==> src/tgs_pkg.sv <==
// Shared types, constants and register codes for the tripod gait sequencer.
package tgs_pkg;

    localparam int NUM_LEGS        = 6;
    localparam int ANGLE_FRAC_BITS = 12;
    localparam int ANGLE_W         = 24;
    localparam int SPEED_W         = 16;
    localparam int TGT_W           = 15;
    localparam int TOL_W           = 12;
    localparam int CFG_IDX_W       = 3;
    localparam int CFG_DATA_W      = 16;
    localparam int LANE_STAGES     = 5;

    // 2*pi in Q32, rounded to nearest at ANGLE_FRAC_BITS fractional bits
    localparam longint unsigned TWO_PI_Q32 = 64'd26986075409;
    localparam longint unsigned TWO_PI_FIX =
        (TWO_PI_Q32 + (64'd1 << (31 - ANGLE_FRAC_BITS))) >> (32 - ANGLE_FRAC_BITS);
    localparam int MOD_W = $clog2(TWO_PI_FIX + 1);

    // floor(2^32 / modulus): quotient estimate is exact or one short
    localparam longint unsigned RECIP = (64'd1 << 32) / TWO_PI_FIX;
    localparam int RECIP_W = $clog2(RECIP + 1);
    localparam int MAG_W   = ANGLE_W;
    localparam int PROD_W  = MAG_W + RECIP_W;
    localparam int Q_W     = PROD_W - 32;
    localparam int QM_W    = Q_W + MOD_W;
    localparam int RED_W   = MOD_W + 1;
    localparam int DIST_W  = ((TGT_W > MOD_W) ? TGT_W : MOD_W) + 2;

    localparam logic [MOD_W-1:0]   MOD_V   = MOD_W'(TWO_PI_FIX);
    localparam logic [RECIP_W-1:0] RECIP_V = RECIP_W'(RECIP);

    localparam logic [NUM_LEGS-1:0] ALL_LEGS = {NUM_LEGS{1'b1}};

    // Opcodes
    localparam logic OP_START = 1'b0;
    localparam logic OP_CHECK = 1'b1;

    // Register indexes
    localparam logic [CFG_IDX_W-1:0] CFG_TAKE_OFF     = 3'd0;
    localparam logic [CFG_IDX_W-1:0] CFG_TAKE_LAND    = 3'd1;
    localparam logic [CFG_IDX_W-1:0] CFG_TOLERANCE    = 3'd2;
    localparam logic [CFG_IDX_W-1:0] CFG_STANCE_SPEED = 3'd3;
    localparam logic [CFG_IDX_W-1:0] CFG_FLIGHT_SPEED = 3'd4;
    localparam logic [CFG_IDX_W-1:0] CFG_TRIPOD_A     = 3'd5;

    localparam logic [TOL_W-1:0]    TOL_RESET      = 12'd287;
    localparam logic [NUM_LEGS-1:0] TRIPOD_A_RESET = 6'd25;

    typedef struct packed {
        logic                      opcode;
        logic signed [ANGLE_W-1:0] angle_leg0;
        logic signed [ANGLE_W-1:0] angle_leg1;
        logic signed [ANGLE_W-1:0] angle_leg2;
        logic signed [ANGLE_W-1:0] angle_leg3;
        logic signed [ANGLE_W-1:0] angle_leg4;
        logic signed [ANGLE_W-1:0] angle_leg5;
    } tgs_in_t;

    typedef struct packed {
        logic signed [SPEED_W-1:0] speed_leg0;
        logic signed [SPEED_W-1:0] speed_leg1;
        logic signed [SPEED_W-1:0] speed_leg2;
        logic signed [SPEED_W-1:0] speed_leg3;
        logic signed [SPEED_W-1:0] speed_leg4;
        logic signed [SPEED_W-1:0] speed_leg5;
        logic [NUM_LEGS-1:0]       command_mask;
        logic                      all_arrived;
        logic                      phase_parity;
    } tgs_out_t;

    typedef struct packed {
        logic [TGT_W-1:0]          take_off;
        logic [TGT_W-1:0]          take_land;
        logic [TOL_W-1:0]          tolerance;
        logic signed [SPEED_W-1:0] stance_speed;
        logic signed [SPEED_W-1:0] flight_speed;
        logic [NUM_LEGS-1:0]       tripod_a;
    } tgs_cfg_t;

    typedef struct packed {
        logic [LANE_STAGES-1:0] load;
    } tgs_lane_ctl_t;

    typedef struct packed {
        logic load;
        logic item_valid;
        logic opcode;
    } tgs_merge_ctl_t;

endpackage

==> src/tgs_lane.sv <==
// One leg lane: angle reduction modulo 2*pi and arrival compare against both targets.
module tgs_lane
(
    input  logic                            clk,
    input  tgs_pkg::tgs_lane_ctl_t          ctl,
    input  tgs_pkg::tgs_cfg_t               cfg,
    input  logic signed [tgs_pkg::ANGLE_W-1:0] angle,
    output logic                            hit_off,
    output logic                            hit_land
);
    import tgs_pkg::*;

    logic [MAG_W-1:0]         s1_mag_reg;
    logic                     s1_neg_reg;
    logic [PROD_W-1:0]        s2_prod_reg;
    logic [MAG_W-1:0]         s2_mag_reg;
    logic                     s2_neg_reg;
    logic [MAG_W-1:0]         s3_qm_reg;
    logic [MAG_W-1:0]         s3_mag_reg;
    logic                     s3_neg_reg;
    logic signed [RED_W-1:0]  s4_red_reg;
    logic                     s5_off_reg;
    logic                     s5_land_reg;

    logic [MAG_W-1:0]         mag_next;
    logic [PROD_W-1:0]        prod_next;
    logic [Q_W-1:0]           quot;
    logic [QM_W-1:0]          qm_full;
    logic [MAG_W-1:0]         rem_raw;
    logic [MOD_W-1:0]         rem;
    logic signed [RED_W-1:0]  red_next;
    logic signed [DIST_W-1:0] red_ext;
    logic signed [DIST_W-1:0] diff_off;
    logic signed [DIST_W-1:0] diff_land;
    logic [DIST_W-1:0]        abs_off;
    logic [DIST_W-1:0]        abs_land;
    logic [DIST_W-1:0]        tol_ext;

    always_comb
    begin
        // magnitude of the angle; the remainder takes the angle's sign
        mag_next  = angle[ANGLE_W-1] ? (~MAG_W'(angle) + MAG_W'(1)) : MAG_W'(angle);
        prod_next = PROD_W'(s1_mag_reg) * PROD_W'(RECIP_V);
        quot      = s2_prod_reg[PROD_W-1:32];
        qm_full   = QM_W'(quot) * QM_W'(MOD_V);
        rem_raw   = s3_mag_reg - s3_qm_reg;
        // quotient estimate may be one short: fold once
        if (rem_raw >= MAG_W'(MOD_V))
        begin
            rem = MOD_W'(rem_raw - MAG_W'(MOD_V));
        end
        else
        begin
            rem = MOD_W'(rem_raw);
        end
        red_next  = s3_neg_reg ? -RED_W'(rem) : RED_W'(rem);
        red_ext   = DIST_W'(s4_red_reg);
        diff_off  = $signed(DIST_W'(cfg.take_off)) - red_ext;
        diff_land = $signed(DIST_W'(cfg.take_land)) - red_ext;
        abs_off   = diff_off[DIST_W-1] ? DIST_W'(-diff_off) : DIST_W'(diff_off);
        abs_land  = diff_land[DIST_W-1] ? DIST_W'(-diff_land) : DIST_W'(diff_land);
        tol_ext   = DIST_W'(cfg.tolerance);
    end

    always_ff @(posedge clk)
    begin
        if (ctl.load[0])
        begin
            s1_mag_reg <= mag_next;
            s1_neg_reg <= angle[ANGLE_W-1];
        end
        if (ctl.load[1])
        begin
            s2_prod_reg <= prod_next;
            s2_mag_reg  <= s1_mag_reg;
            s2_neg_reg  <= s1_neg_reg;
        end
        if (ctl.load[2])
        begin
            s3_qm_reg  <= qm_full[MAG_W-1:0];
            s3_mag_reg <= s2_mag_reg;
            s3_neg_reg <= s2_neg_reg;
        end
        if (ctl.load[3])
        begin
            s4_red_reg <= red_next;
        end
        if (ctl.load[4])
        begin
            s5_off_reg  <= (abs_off < tol_ext);
            s5_land_reg <= (abs_land < tol_ext);
        end
    end

    assign hit_off  = s5_off_reg;
    assign hit_land = s5_land_reg;

endmodule

==> config.mk <==
export PLATFORM = sky130hd
export DESIGN_NAME = tgs_lane
export DESIGN_NICKNAME = d
export VERILOG_FILES = /design/src/tgs_pkg.sv /design/src/tgs_lane.sv
export SDC_FILE = /design/constraint.sdc
export NUM_CORES = 1
export LEC_CHECK = 0
export BUFFER_PORTS_ARGS = -buffer_cell sky130_fd_sc_hd__buf_2
export CORE_MARGIN = 1.5
export CORE_UTILIZATION = 64
export DETAILED_ROUTE_END_ITERATION = 8
export PLACE_DENSITY = 0.84
export REMOVE_ABC_BUFFERS = 1
export SETUP_SLACK_MARGIN = 0.5
export SYNTH_ARGS = -nofsm -noshare
export SYNTH_HDL_FRONTEND = slang
export SYNTH_SLANG_ARGS = --single-unit
==> constraint.sdc <==
create_clock -name clk -period 7.85 [get_ports clk]
set_input_delay 0.785 -clock clk [delete_from_list [all_inputs] [get_ports clk]]
set_output_delay 0.785 -clock clk [all_outputs]
set_load 0.03 [all_outputs]
# Word level (Yosys, flattened, before mapping)
# Cells that the tools add are included.
dict set report totals {
  reg_bits 156
  input_bits 110
  out_inout_bits 2
  word_cells 32
}
dict set report classes {
  addsub 8
  multipliers 2
  n_lt_le_gt_ge 3
  muxes 5
  n_bitwise 1
}
# operator n
set op_table {}
lappend op_table {{multiplier 24 x 18 -> 42 bit (second input constant)} 1}
lappend op_table {{< comparator 17 x 12 -> 1 bit} 2}
lappend op_table {{2-to-1 mux 17 bit} 2}
lappend op_table {{negation 17 bit} 2}
lappend op_table {{subtractor 16 x 16 -> 17 bit} 2}
lappend op_table {{2-to-1 mux 15 bit} 2}
lappend op_table {{adder 24 x 2 -> 24 bit (second input constant)} 1}
lappend op_table {{>= comparator 24 x 15 -> 1 bit (second input constant)} 1}
lappend op_table {{inverter 24 bit} 1}
lappend op_table {{subtractor 24 bit} 1}
lappend op_table {{2-to-1 mux 23 bit} 1}
lappend op_table {{multiplier 10 x 12 -> 21 bit (second input constant)} 1}
lappend op_table {{negation 15 -> 16 bit} 1}
lappend op_table {{subtractor 15 bit (second input constant)} 1}

# Longest topological paths before layout
dict set report logic_depth {
  word_depth 5
  ltp_mapped 30
  mapped_depth_nobuf 29
}

# Worst setup path before layout
# Ideal clock, no wire load.
dict set report synth_timing {
  path_kind {reg2reg}
  startpoint {reg s1_mag_reg[11]}
  endpoint {reg s2_prod_reg[41], data pin}
  setup_time_ps 268
  arrival_time_ps 6126
  required_ps 7582
  path_slack_ps 1456
  stages_incl_launch_ff 23
  path_buffers 0
  period_less_slack_ps 6394
  path_cell_list {edfxtp_1 inv_1 fa_1 fa_1 fa_1 inv_1 fa_1 fa_1 inv_1 fa_1 inv_1 ha_1 nand4_1 nor2_1 a2111oi_0 nand3_1 o21ai_0 a31oi_1 a41o_1 o41a_1 a41o_1 o41ai_1 xnor2_1}
}
dict set report synth_between {
  elab_chain_len 1
}
# element line_no
set synth_rtl {}
lappend synth_rtl {{from (decl)} tgs_lane.sv:13} ;# logic [MAG_W-1:0] s1_mag_reg;
lappend synth_rtl {{from (signal assigned)} tgs_lane.sv:69} ;# s1_mag_reg <= mag_next;
lappend synth_rtl {{multiplier 24 x 18 -> 42 bit} tgs_lane.sv:43} ;# prod_next = PROD_W'(s1_mag_reg) * PROD_W'(RECIP_V);
lappend synth_rtl {{via prod_next[41]} tgs_lane.sv:26} ;# logic [PROD_W-1:0] prod_next;
lappend synth_rtl {{to (signal assigned)} tgs_lane.sv:74} ;# s2_prod_reg <= prod_next;
lappend synth_rtl {{to (decl)} tgs_lane.sv:15} ;# logic [PROD_W-1:0] s2_prod_reg;
# The timed path passes the listed nets, and every way through them passes these cells.
# A chain may end at the register's enable or synchronous reset.

# Worst setup path in the final report
dict set report layout_timing {
  startpoint {reg s1_mag_reg[6]}
  endpoint {reg s2_prod_reg[41], data pin}
}
# The elaborated chain is that of the path after synthesis.

==> impl_metrics.json <==
{
  "grt-ovfl-total": 0,
  "die_area_um2": 27300,
  "synth_commonest_cells": "inv_1 (356), ha_1 (280), fa_1 (177)",
  "cts_tree": "done",
  "ys_ff_latch": 124,
  "hold_class": "reg2reg",
  "outcome": "finished, final reports clean",
  "cts_hold_buffers": 0,
  "layout_setup_ws_ns": 0.858,
  "relSlewSlack": 0.364,
  "wire_per_inst_um": 18.0,
  "h-tree-depth": 4,
  "cts.sinks": 124,
  "cts_root_buffer": "clkbuf_16",
  "synth-main-ff-cell": "edfxtp_1",
  "drt_iter0_drc": 729,
  "critical_path.max_fanout": 5,
  "design.core.area_um2": 25900,
  "post-route-period-util": 0.891,
  "synth_top_area_frac": 0.221,
  "area_growth_pct": 7.90,
  "synth_edf_count": 124,
  "dieHeight_um": 165,
  "crit_type": "reg2reg",
  "num_rows": 59,
  "dp_worst_setup_slack_ns": 0.638,
  "fin_util": 0.701,
  "cap_viol_max_count": 0,
  "drc": 0,
  "globalplace.congestion": 0.932,
  "fin_crit_ns": 6.99,
  "clk_latency_ns": 0.43,
  "reg2reg_setup_slack_ns": 0.86,
  "setup_violations": 0,
  "antenna_cells": 0,
  "synth_area_leader_cell": "edfxtp_1",
  "port_buffers": 73,
  "tightestPinTransition_ns": 0.953,
  "ios": 112,
  "die_x_um": 165,
  "cts_buffer_depth": 2,
  "yosys_warnings": 0,
  "async_reset_ff_frac": 0,
  "syn_inst": 1670,
  "start_kind": "flip-flop",
  "via_per_inst": 5.78,
  "routed_wl_um": 37600,
  "whs_ns": 0.418,
  "firstDrtPassIters": 5,
  "cts_made_buffers": 17,
  "timing.fmax_ghz": 0.143,
  "ys_types": 70,
  "layout-drive-gt1-share": 0.0764,
  "cts.clk_slew.worst_paths_ns": 0.07,
  "fin_tns_setup_ns": 0,
  "fin_nets": 2309,
  "hpwl_um": 30600,
  "synth.most_common_cell": "inv_1",
  "hold_violations": 0,
  "slew_viol_final": 0,
  "routed-via-count": 12086,
  "cp-end-kind": "flip-flop",
  "avgSynthCellArea_um2": 10.1,
  "fill_cells": 1832,
  "grt_pass1_wl_um": 60600,
  "grt_use_total": 0.291,
  "grt_setup_unrepaired": "no",
  "grt_pass1_vias": 12260,
  "ys_seq_area_frac": 0.221,
  "grt_max_degree": 47,
  "antenna_left": 0,
  "grt_antenna_before_repair": 0,
  "critPathRequiredTime_ns": 8.03,
  "skew_ns": 0.0130,
  "synth_area_leaders": "edfxtp_1 (22%), fa_1 (21%), ha_1 (21%)",
  "mappedNetlistArea_um2": 16800,
  "initial_utilization": 0.649,
  "critPathArrivalTime_ns": 7.17
}
-- cells in the final DEF, fill, tap and decap left out, types with 12 or more instances in the layout --
cell       count
edfxtp_1     124
clkbuf_16     17
ha_1         280
or3_1         15
a31oi_1       12
xor2_1        27
a21oi_1       56
nor2_1        84
nand2_1       61
fa_1         177
nand2b_1      15
nor3_1        25
o21a_1        20
buf_2         73
a21o_1        22
o21ai_0       60
inv_1        350
nand3_1       24
xnor2_1      102
-- critical path: stages, from the launching register on --
cell and delay (ns):
edfxtp_1 0.53, inv_1 0.20, fa_1 0.61, fa_1 0.47
fa_1 0.52, inv_1 0.05, ha_1 0.30, fa_1 0.55
inv_1 0.06, fa_1 0.54, inv_1 0.05, ha_1 0.30
a21oi_1 0.16, nor2_1 0.08, a2111oi_1 0.38, nand3_1 0.14
o21ai_1 0.22, a31oi_1 0.19, a41o_1 0.32, o41a_1 0.37
a41o_1 0.31, o41ai_2 0.26, xnor2_1 0.11
-- cell type report --
| class | count | area, um^2 | share of cell area |
|---|---|---|---|
| timing repair buffer | 74 | 373 | 0.0205 |
| clock inverter | 14 | 195 | 0.0108 |
| multi-input combinational | 1169 | 11700 | 0.643 |
| clock buffer | 18 | 429 | 0.0236 |
| inverter | 356 | 1340 | 0.0736 |
| sequential | 124 | 3720 | 0.205 |
| tap | 335 | 419 | 0.0231 |
-- what timing repair did --
item                                    in CTS  in global routing
setup buffers                                0                  1
gates resized for setup                      0                  9
endpoints found under the setup margin       0                  3
-- through the flow --
step                      instances  instance area (um^2)
final                          2090                 18200
after detailed placement       2057                 17500
after floorplan                1649                 16700
after global placement         2057                 17500
after global routing           2090                 18200
after CTS                      2089                 18100
-- final timing paths --
| check | from | endpoint | cells past startpoint |
|---|---|---|---|
| setup / recovery | s1_mag_reg[6] | s2_prod_reg[41] | 22 |
| hold / removal | s2_mag_reg[9] | s3_mag_reg[9] | 0 |
| setup reg to reg | s1_mag_reg[6] | s2_prod_reg[41] | 22 |
| hold reg to reg | s2_mag_reg[9] | s3_mag_reg[9] | 0 |
-- per-layer routing --
metal  GRT usage  wire [um]
met1       0.361      15700
met2       0.518      19300
met3      0.0340       1510
met4       0.109       1140
met5           0          0
-- cells by family after synthesis --
group           after synthesis  synth area share
buf+inv                     377            0.0851
flops                       124             0.221
xor+xnor                    130            0.0681
fa+ha+maj                   457             0.419
mux                           5           0.00335
simple gates                304            0.0920
compound gates              273             0.111
Power is not shown: default switching activity piles up to over one toggle a cycle in this logic, so the estimate is an artifact.
