$ cat src/tgs_pkg.sv
// Shared types, constants and register codes for the tripod gait sequencer.
package tgs_pkg;

    localparam int NUM_LEGS        = 6;
    localparam int ANGLE_FRAC_BITS = 12;
    localparam int ANGLE_W         = 24;
    localparam int SPEED_W         = 16;
    localparam int TGT_W           = 15;
    localparam int TOL_W           = 12;
    localparam int CFG_IDX_W       = 3;
    localparam int CFG_DATA_W      = 16;
    localparam int LANE_STAGES     = 5;

    // 2*pi in Q32, rounded to nearest at ANGLE_FRAC_BITS fractional bits
    localparam longint unsigned TWO_PI_Q32 = 64'd26986075409;
    localparam longint unsigned TWO_PI_FIX =
        (TWO_PI_Q32 + (64'd1 << (31 - ANGLE_FRAC_BITS))) >> (32 - ANGLE_FRAC_BITS);
    localparam int MOD_W = $clog2(TWO_PI_FIX + 1);

    // floor(2^32 / modulus): quotient estimate is exact or one short
    localparam longint unsigned RECIP = (64'd1 << 32) / TWO_PI_FIX;
    localparam int RECIP_W = $clog2(RECIP + 1);
    localparam int MAG_W   = ANGLE_W;
    localparam int PROD_W  = MAG_W + RECIP_W;
    localparam int Q_W     = PROD_W - 32;
    localparam int QM_W    = Q_W + MOD_W;
    localparam int RED_W   = MOD_W + 1;
    localparam int DIST_W  = ((TGT_W > MOD_W) ? TGT_W : MOD_W) + 2;

    localparam logic [MOD_W-1:0]   MOD_V   = MOD_W'(TWO_PI_FIX);
    localparam logic [RECIP_W-1:0] RECIP_V = RECIP_W'(RECIP);

    localparam logic [NUM_LEGS-1:0] ALL_LEGS = {NUM_LEGS{1'b1}};

    // Opcodes
    localparam logic OP_START = 1'b0;
    localparam logic OP_CHECK = 1'b1;

    // Register indexes
    localparam logic [CFG_IDX_W-1:0] CFG_TAKE_OFF     = 3'd0;
    localparam logic [CFG_IDX_W-1:0] CFG_TAKE_LAND    = 3'd1;
    localparam logic [CFG_IDX_W-1:0] CFG_TOLERANCE    = 3'd2;
    localparam logic [CFG_IDX_W-1:0] CFG_STANCE_SPEED = 3'd3;
    localparam logic [CFG_IDX_W-1:0] CFG_FLIGHT_SPEED = 3'd4;
    localparam logic [CFG_IDX_W-1:0] CFG_TRIPOD_A     = 3'd5;

    localparam logic [TOL_W-1:0]    TOL_RESET      = 12'd287;
    localparam logic [NUM_LEGS-1:0] TRIPOD_A_RESET = 6'd25;

    typedef struct packed {
        logic                      opcode;
        logic signed [ANGLE_W-1:0] angle_leg0;
        logic signed [ANGLE_W-1:0] angle_leg1;
        logic signed [ANGLE_W-1:0] angle_leg2;
        logic signed [ANGLE_W-1:0] angle_leg3;
        logic signed [ANGLE_W-1:0] angle_leg4;
        logic signed [ANGLE_W-1:0] angle_leg5;
    } tgs_in_t;

    typedef struct packed {
        logic signed [SPEED_W-1:0] speed_leg0;
        logic signed [SPEED_W-1:0] speed_leg1;
        logic signed [SPEED_W-1:0] speed_leg2;
        logic signed [SPEED_W-1:0] speed_leg3;
        logic signed [SPEED_W-1:0] speed_leg4;
        logic signed [SPEED_W-1:0] speed_leg5;
        logic [NUM_LEGS-1:0]       command_mask;
        logic                      all_arrived;
        logic                      phase_parity;
    } tgs_out_t;

    typedef struct packed {
        logic [TGT_W-1:0]          take_off;
        logic [TGT_W-1:0]          take_land;
        logic [TOL_W-1:0]          tolerance;
        logic signed [SPEED_W-1:0] stance_speed;
        logic signed [SPEED_W-1:0] flight_speed;
        logic [NUM_LEGS-1:0]       tripod_a;
    } tgs_cfg_t;

    typedef struct packed {
        logic [LANE_STAGES-1:0] load;
    } tgs_lane_ctl_t;

    typedef struct packed {
        logic load;
        logic item_valid;
        logic opcode;
    } tgs_merge_ctl_t;

endpackage

$ cat src/tgs_merge.sv
// Merge stage: gait state, per-leg commands and the result register.
module tgs_merge
(
    input  logic                          clk,
    input  logic                          rst_n,
    input  tgs_pkg::tgs_merge_ctl_t       ctl,
    input  tgs_pkg::tgs_cfg_t             cfg,
    input  logic [tgs_pkg::NUM_LEGS-1:0]  hit_off,
    input  logic [tgs_pkg::NUM_LEGS-1:0]  hit_land,
    output logic                          out_valid,
    output tgs_pkg::tgs_out_t             out_data
);
    import tgs_pkg::*;

    logic                      out_valid_reg;
    tgs_out_t                  out_data_reg;
    logic [NUM_LEGS-1:0]       marks_reg;
    logic                      parity_reg;
    logic                      first_reg;

    logic [NUM_LEGS-1:0]       marks_next;
    logic                      parity_next;
    logic                      first_next;
    tgs_out_t                  out_data_next;
    logic signed [SPEED_W-1:0] spd [NUM_LEGS];
    logic [NUM_LEGS-1:0]       cmd;
    logic                      done;
    logic [SPEED_W:0]          st_sum;
    logic signed [SPEED_W-1:0] st_half;
    logic signed [SPEED_W-1:0] a_spd;
    logic signed [SPEED_W-1:0] b_spd;
    logic                      use_off;
    logic                      hit;

    always_comb
    begin
        // stance speed halved, truncated toward zero
        st_sum  = {cfg.stance_speed[SPEED_W-1], cfg.stance_speed}
                + {{SPEED_W{1'b0}}, cfg.stance_speed[SPEED_W-1]};
        st_half = $signed(st_sum[SPEED_W:1]);
        if (!parity_reg)
        begin
            a_spd = first_reg ? st_half : cfg.stance_speed;
            b_spd = cfg.flight_speed;
        end
        else
        begin
            a_spd = cfg.flight_speed;
            b_spd = cfg.stance_speed;
        end

        marks_next  = marks_reg;
        parity_next = parity_reg;
        first_next  = first_reg;
        cmd         = '0;
        done        = 1'b0;
        for (int i = 0; i < NUM_LEGS; i++)
        begin
            spd[i]  = '0;
            use_off = (!parity_reg) == cfg.tripod_a[i];
            hit     = use_off ? hit_off[i] : hit_land[i];
            if (ctl.opcode == OP_START)
            begin
                if (!marks_reg[i])
                begin
                    spd[i] = cfg.tripod_a[i] ? a_spd : b_spd;
                    cmd[i] = 1'b1;
                end
            end
            else if (hit)
            begin
                marks_next[i] = 1'b1;
                cmd[i]        = 1'b1;
            end
        end

        // all legs home: stop everything and advance the phase
        if (marks_next == ALL_LEGS)
        begin
            for (int i = 0; i < NUM_LEGS; i++)
            begin
                spd[i] = '0;
            end
            cmd         = ALL_LEGS;
            marks_next  = '0;
            parity_next = ~parity_reg;
            first_next  = 1'b0;
            done        = 1'b1;
        end

        out_data_next.speed_leg0   = spd[0];
        out_data_next.speed_leg1   = spd[1];
        out_data_next.speed_leg2   = spd[2];
        out_data_next.speed_leg3   = spd[3];
        out_data_next.speed_leg4   = spd[4];
        out_data_next.speed_leg5   = spd[5];
        out_data_next.command_mask = cmd;
        out_data_next.all_arrived  = done;
        out_data_next.phase_parity = parity_next;
    end

    always_ff @(posedge clk or negedge rst_n)
    begin
        if (!rst_n)
        begin
            out_valid_reg <= 1'b0;
            marks_reg     <= '0;
            parity_reg    <= 1'b0;
            first_reg     <= 1'b1;
        end
        else if (ctl.load)
        begin
            out_valid_reg <= ctl.item_valid;
            if (ctl.item_valid)
            begin
                marks_reg  <= marks_next;
                parity_reg <= parity_next;
                first_reg  <= first_next;
            end
        end
    end

    always_ff @(posedge clk)
    begin
        if (ctl.load && ctl.item_valid)
        begin
            out_data_reg <= out_data_next;
        end
    end

    assign out_valid = out_valid_reg;
    assign out_data  = out_data_reg;

endmodule

$ cat config.mk
export PLATFORM = sky130hd
export DESIGN_NAME = tgs_merge
export DESIGN_NICKNAME = d
export VERILOG_FILES = /design/src/tgs_pkg.sv /design/src/tgs_merge.sv
export SDC_FILE = /design/constraint.sdc
export NUM_CORES = 1
export LEC_CHECK = 0
export BUFFER_PORTS_ARGS = -buffer_cell sky130_fd_sc_hd__buf_4
export CORE_AREA = 2 2 112 114
export CTS_BUF_LIST = sky130_fd_sc_hd__clkbuf_8
export DETAILED_ROUTE_END_ITERATION = 8
export DIE_AREA = 0 0 114 116
export GPL_ROUTABILITY_DRIVEN = 1
export PLACE_DENSITY = 0.83
export REMOVE_ABC_BUFFERS = 1
export SYNTH_ARGS = -nofsm -noshare
export SYNTH_HDL_FRONTEND = slang
export SYNTH_SLANG_ARGS = --single-unit
$ cat constraint.sdc
create_clock -name clk -period 2 [get_ports clk]
set_input_delay 0.2 -clock clk [delete_from_list [all_inputs] [get_ports clk]]
set_output_delay 0.2 -clock clk [all_outputs]
set_load 0.05 [all_outputs]
=== Word-level counts from Yosys, hierarchy flattened ===
Cells that the tools add are included.

* Flip-flop bits (word level): 113
* Input bits: 97

* Add/subtract/negate cells: 1
* Equality and inequality tests: 7
* Mux-type cells: 48
* Bitwise gates (word level): 1
* Reduce and logical (&&, ||, !) cells: 10

{| class="wikitable"
|+ Operators with widths
! kind !! number
|-
| $mux 16 || 9
|-
| $mux 1 || 38
|-
| $reduce_or 3->1 || 6
|-
| $add 16x2->17 || 1
|-
| $eq 1x1->1 || 6
|-
| $eq 6x6->1 const B || 1
|-
| $mux 6 || 1
|-
| $reduce_and 3->1 || 1
|-
| $reduce_and 2->1 || 1
|-
| $logic_and 1x1->1 || 1
|-
| $logic_not 1->1 || 1
|-
| $not 1->1 || 1
|}

=== Depth between registers and ports, before layout ===
* Word-level depth: 7
* Gate-level depth with buffers: 8

=== Worst setup path before layout ===
OpenSTA, ideal clock, no wires.

* Path type: input port to flip-flop
* From: in ctl[1] (netlist bit)
* To: reg parity_reg
* Data arrival time: 4.167 ns
* Required time: 1.856 ns
* Setup slack: -2.311 ns
* Stages: 4
* Cell sequence: and2_1 clkbuf_1 nor4b_4 xor2_1

* Word-level cells in the longest chain between the ends: 1

{| class="wikitable"
|+ Ends and longest elaborated chain
! item !! RTL line !! RTL
|-
| start, declared || tgs_merge.sv:6 || <nowiki>input tgs_pkg::tgs_merge_ctl_t ctl,</nowiki>
|-
| $reduce_and 2->1 (no line) || - ||
|-
| end signal, assigned || tgs_merge.sv:117 || <nowiki>parity_reg <= parity_next;</nowiki>
|-
| end, declared || tgs_merge.sv:18 || <nowiki>logic parity_reg;</nowiki>
|}

No other way between the ends.
A chain may end at the register's enable or synchronous reset.

=== Final worst setup path ===
* From: reg parity_reg
* To: reg out_data_reg (netlist bit out_data[0]) (data pin)

* Word-level cells in the longest chain between the ends: 7
* Elaborated cells between the ends (all ways): 28
* Classes of those cells: eq/ne (7); mux (19); bitwise (1); reduce/logical (1)

{| class="wikitable"
|+ Ends and longest elaborated chain
! item !! RTL line !! RTL
|-
| $logic_not 1->1 || tgs_merge.sv:60 || <nowiki>use_off = (!parity_reg) == cfg.tripod_a[i];</nowiki>
|-
| $eq 1x1->1 || tgs_merge.sv:60 ||
|-
| $mux 1 || tgs_merge.sv:61 || <nowiki>hit = use_off ? hit_off[i] : hit_land[i];</nowiki>
|-
| $mux 1 || tgs_merge.sv:70 || <nowiki>else if (hit)</nowiki>
|-
| $mux 1 || tgs_merge.sv:62 || <nowiki>if (ctl.opcode == OP_START)</nowiki>
|-
| $eq 6x6->1 || tgs_merge.sv:78 || <nowiki>if (marks_next == ALL_LEGS)</nowiki>
|-
| $mux 1 (*) || tgs_merge.sv:78 ||
|-
| named net parity_next || tgs_merge.sv:22 || <nowiki>logic parity_next;</nowiki>
|-
| end signal, assigned || tgs_merge.sv:127 || <nowiki>out_data_reg <= out_data_next;</nowiki>
|-
| end, declared || tgs_merge.sv:16 || <nowiki>tgs_out_t out_data_reg;</nowiki>
|}

Mark *: on every way through the listed nets, which the timed path passes. The rest lies on a longest branch.

==> results.toml <==
[placement]
dp.cells = 898
port_buffers = 159
placed_cell_area_um2 = 7709
place.gp.congestion = 0.8423
dp.final_hpwl_um = 12210

[critical_path]
slowest_delay_ns = 0.43
worst_r2r_startpoint = "parity_reg"
cp-startpoint = "parity_reg"
r2r_end = "out_data[0]"
cp_num_buf_inv = 2
path_depth = 7
required_ns = 2.19
arrival_ns = 2.22
r2r_slack_ns = -0.02
critPathKind = "flip-flop to flip-flop"
crit_chain = "buf_12 > xnor2_4 > mux2i_2 > o22ai_2 > buf_4 > nor3_4 > xor2_1"
cpMaxStageDelayCell = "dfrtp_2"
cp_max_fo = 8
reg2reg_depth = 7
worst_setup_path_end_kind = "flip-flop"
setup.worst_path.end = "out_data[0]"
cp_top_family = "flip-flops"
startpoint_type = "flip-flop"

[final_layout]
fillers = 855
post-route-util = 0.7070
finalNetCount = 880
fin_cells = 942
antenna_cells = 0
synthToLayoutAreaGrowth_pct = 34.62
design_area_um2 = 8422
largest_reg_flops = 104
layout-drive-gt1-share = 0.3535

[sta]
whs_ns = 0.01259
tightest_slew_ns = 0.5917
fmax_ghz = 0.4938
fin_ws_ns = -0.02497
finClkSkew_ns = 0.01374
period_share = 1.012
slew_headroom = 0.6041
min_period_ns = 2.025
setup_viol = 2
grt_setup_unrepaired = "true"
finalHoldViolations = 0
slew_violations = 0

[clocking]
cts_buffer_depth = 2
cts-buffers-inserted = 17
clk_pin_slew_ns = 0.08
clock_latency_ns = 0.45
h-tree-depth = 4
cts_tree = "yes"
root_buffer = "clkbuf_8"
cts_sinks = 113

[floorplan]
initial_core_util = 0.5252
die_h_um = 116
rows = 40
dieArea_um2 = 13220
die_w_um = 114
core-area_um2 = 11910
io-pin-count = 202

[drt]
drt-wirelength-per-cell_um = 19.68
drt_iter0_drc = 714
drc = 0
detail-route-antenna-nets = 0
via_per_inst = 6.183
dr.pass1.iters = 6
wl_um = 18540
via_count = 5824

[power_and_ir_drop]
irDropWorstVdd_mv = 0.6801
leakage_nw = 3.294
power_density_nw_per_um2 = 1187

[synthesis]
netlist_area_um2 = 6256
yosys_warnings = 0
synth_edf_count = 104
seq_area_frac_synth = 0.5354
async_flop_share = 0.07965
synth_cells = 616
synth.distinct_cells = 53
syn_area_per_cell_um2 = 10.16
synth-seq-cells = 113
synth_flop_cell = "edfxtp_1"

[outcome]
outcome = "complete, but fails checks"
violations = "setup timing"

[global_route]
grt_max_degree = 51
grt-ovfl-total = 0
antenna_found_initial = 0
grt.total_usage = 0.2795
grt_pass1_vias = 5488
grt_first_pass_wirelength_um = 28170

[run]
maxCapViolations = 0

[min_path]
hp-class = "input pin to flip-flop"
-- placed cells by master (no fill, tap or decap), types with 9 or more instances in the layout --
master	netlist	layout
nand2_1	36	36
mux2i_1	28	22
a211oi_1	43	42
inv_1	10	11
buf_4	2	197
o21ai_0	64	64
nor2_1	70	70
edfxtp_1	104	104
clkbuf_8	0	17
nand3_1	9	9
mux2_2	9	9
a21oi_1	87	87
-- routing by layer --
layer,part of all wire,global-route usage,vias up
met3,0.099,0.06485,56
met2,0.48,0.4540,376
met5,0,0,-
li1,-,-,2660
met4,0.036,0.1472,0
met1,0.39,0.3510,2732
-- worst min-delay path by stage --
stage                      start      endpoint  slack (ns)  cells past startpoint
after global placement     rst_n     out_valid        0.03                      1
final                     ctl[2]     out_valid        0.01                      2
after global routing      ctl[2]     out_valid        0.01                      2
after detailed placement   rst_n     out_valid        0.03                      1
after floorplan            rst_n  marks_reg[0]        -0.1                      0
after CTS                 ctl[2]     out_valid      0.0006                      2
-- power by group --
group	internal, W	switching [W]
Clock	0.00134	0.00100
Sequential	0.00303	0.000165
Combinational	0.00163	0.00282
Total	0.00601	0.00399
-- layout make-up --
type                       count  area (um^2)  share of cell area
tap                          147        183.9             0.02184
inverter                      10        37.54            0.004457
clock inverter                15        192.7             0.02288
timing repair buffer         205         1607              0.1908
multi-input combinational    435         2816              0.3344
sequential                   113         3351              0.3979
clock buffer                  17        234.0             0.02778
-- cell usage after synthesis, types with 7 or more instances --
cell type / instances / area [um^2]
a21oi_1: 87 / 435.4
buf_1: 12 / 45.04
mux2_2: 9 / 101.4
o32ai_1: 7 / 61.31
inv_1: 10 / 37.54
nand3_1: 9 / 45.04
a211oi_1: 43 / 322.8
xnor2_1: 9 / 78.83
o21ai_0: 64 / 320.3
clkbuf_1: 37 / 138.9
dfrtp_1: 8 / 200.2
nand2_1: 36 / 135.1
or3_1: 8 / 50.05
edfxtp_1: 104 / 3123
mux2i_1: 28 / 280.3
nor2_1: 70 / 262.8
-- what timing repair did --
item	in CTS	in global routing
hold buffers	2	0
pin swaps	3	10
hold endpoints to repair	10	0
endpoints found under the setup margin	8	26
gates resized for setup	17	12
buffers inserted	5	5
-- through the flow --
step / worst slack (ns) / total power (W) / setup TNS (ns)
floorplan: -1.731 / 0.005769 / -220.13
global placement: -0.06495 / 0.006987 / -0.5925
detailed placement: -0.2135 / 0.007130 / -2.646
CTS: -0.007727 / 0.009730 / -0.007727
global route: -0.1181 / 0.01044 / -0.4114
finish: -0.02497 / 0.009994 / -0.03262
-- cell families (layout without fill, tap and decap cells) --
kind of cell | count (synthesis) | count (layout) | share of synthesized area
buffers and inverters | 68 | 247 | 0.04340
XOR/XNOR | 11 | 11 | 0.01540
multiplexers | 37 | 37 | 0.06100
flip-flops | 113 | 113 | 0.5354
adder cells (fa/ha/maj) | 1 | 1 | 0.002000
AND/OR/NAND/NOR | 156 | 156 | 0.1226
AO/OA/AOI/OAI | 230 | 230 | 0.2202
(Power assumes the default switching activity.)
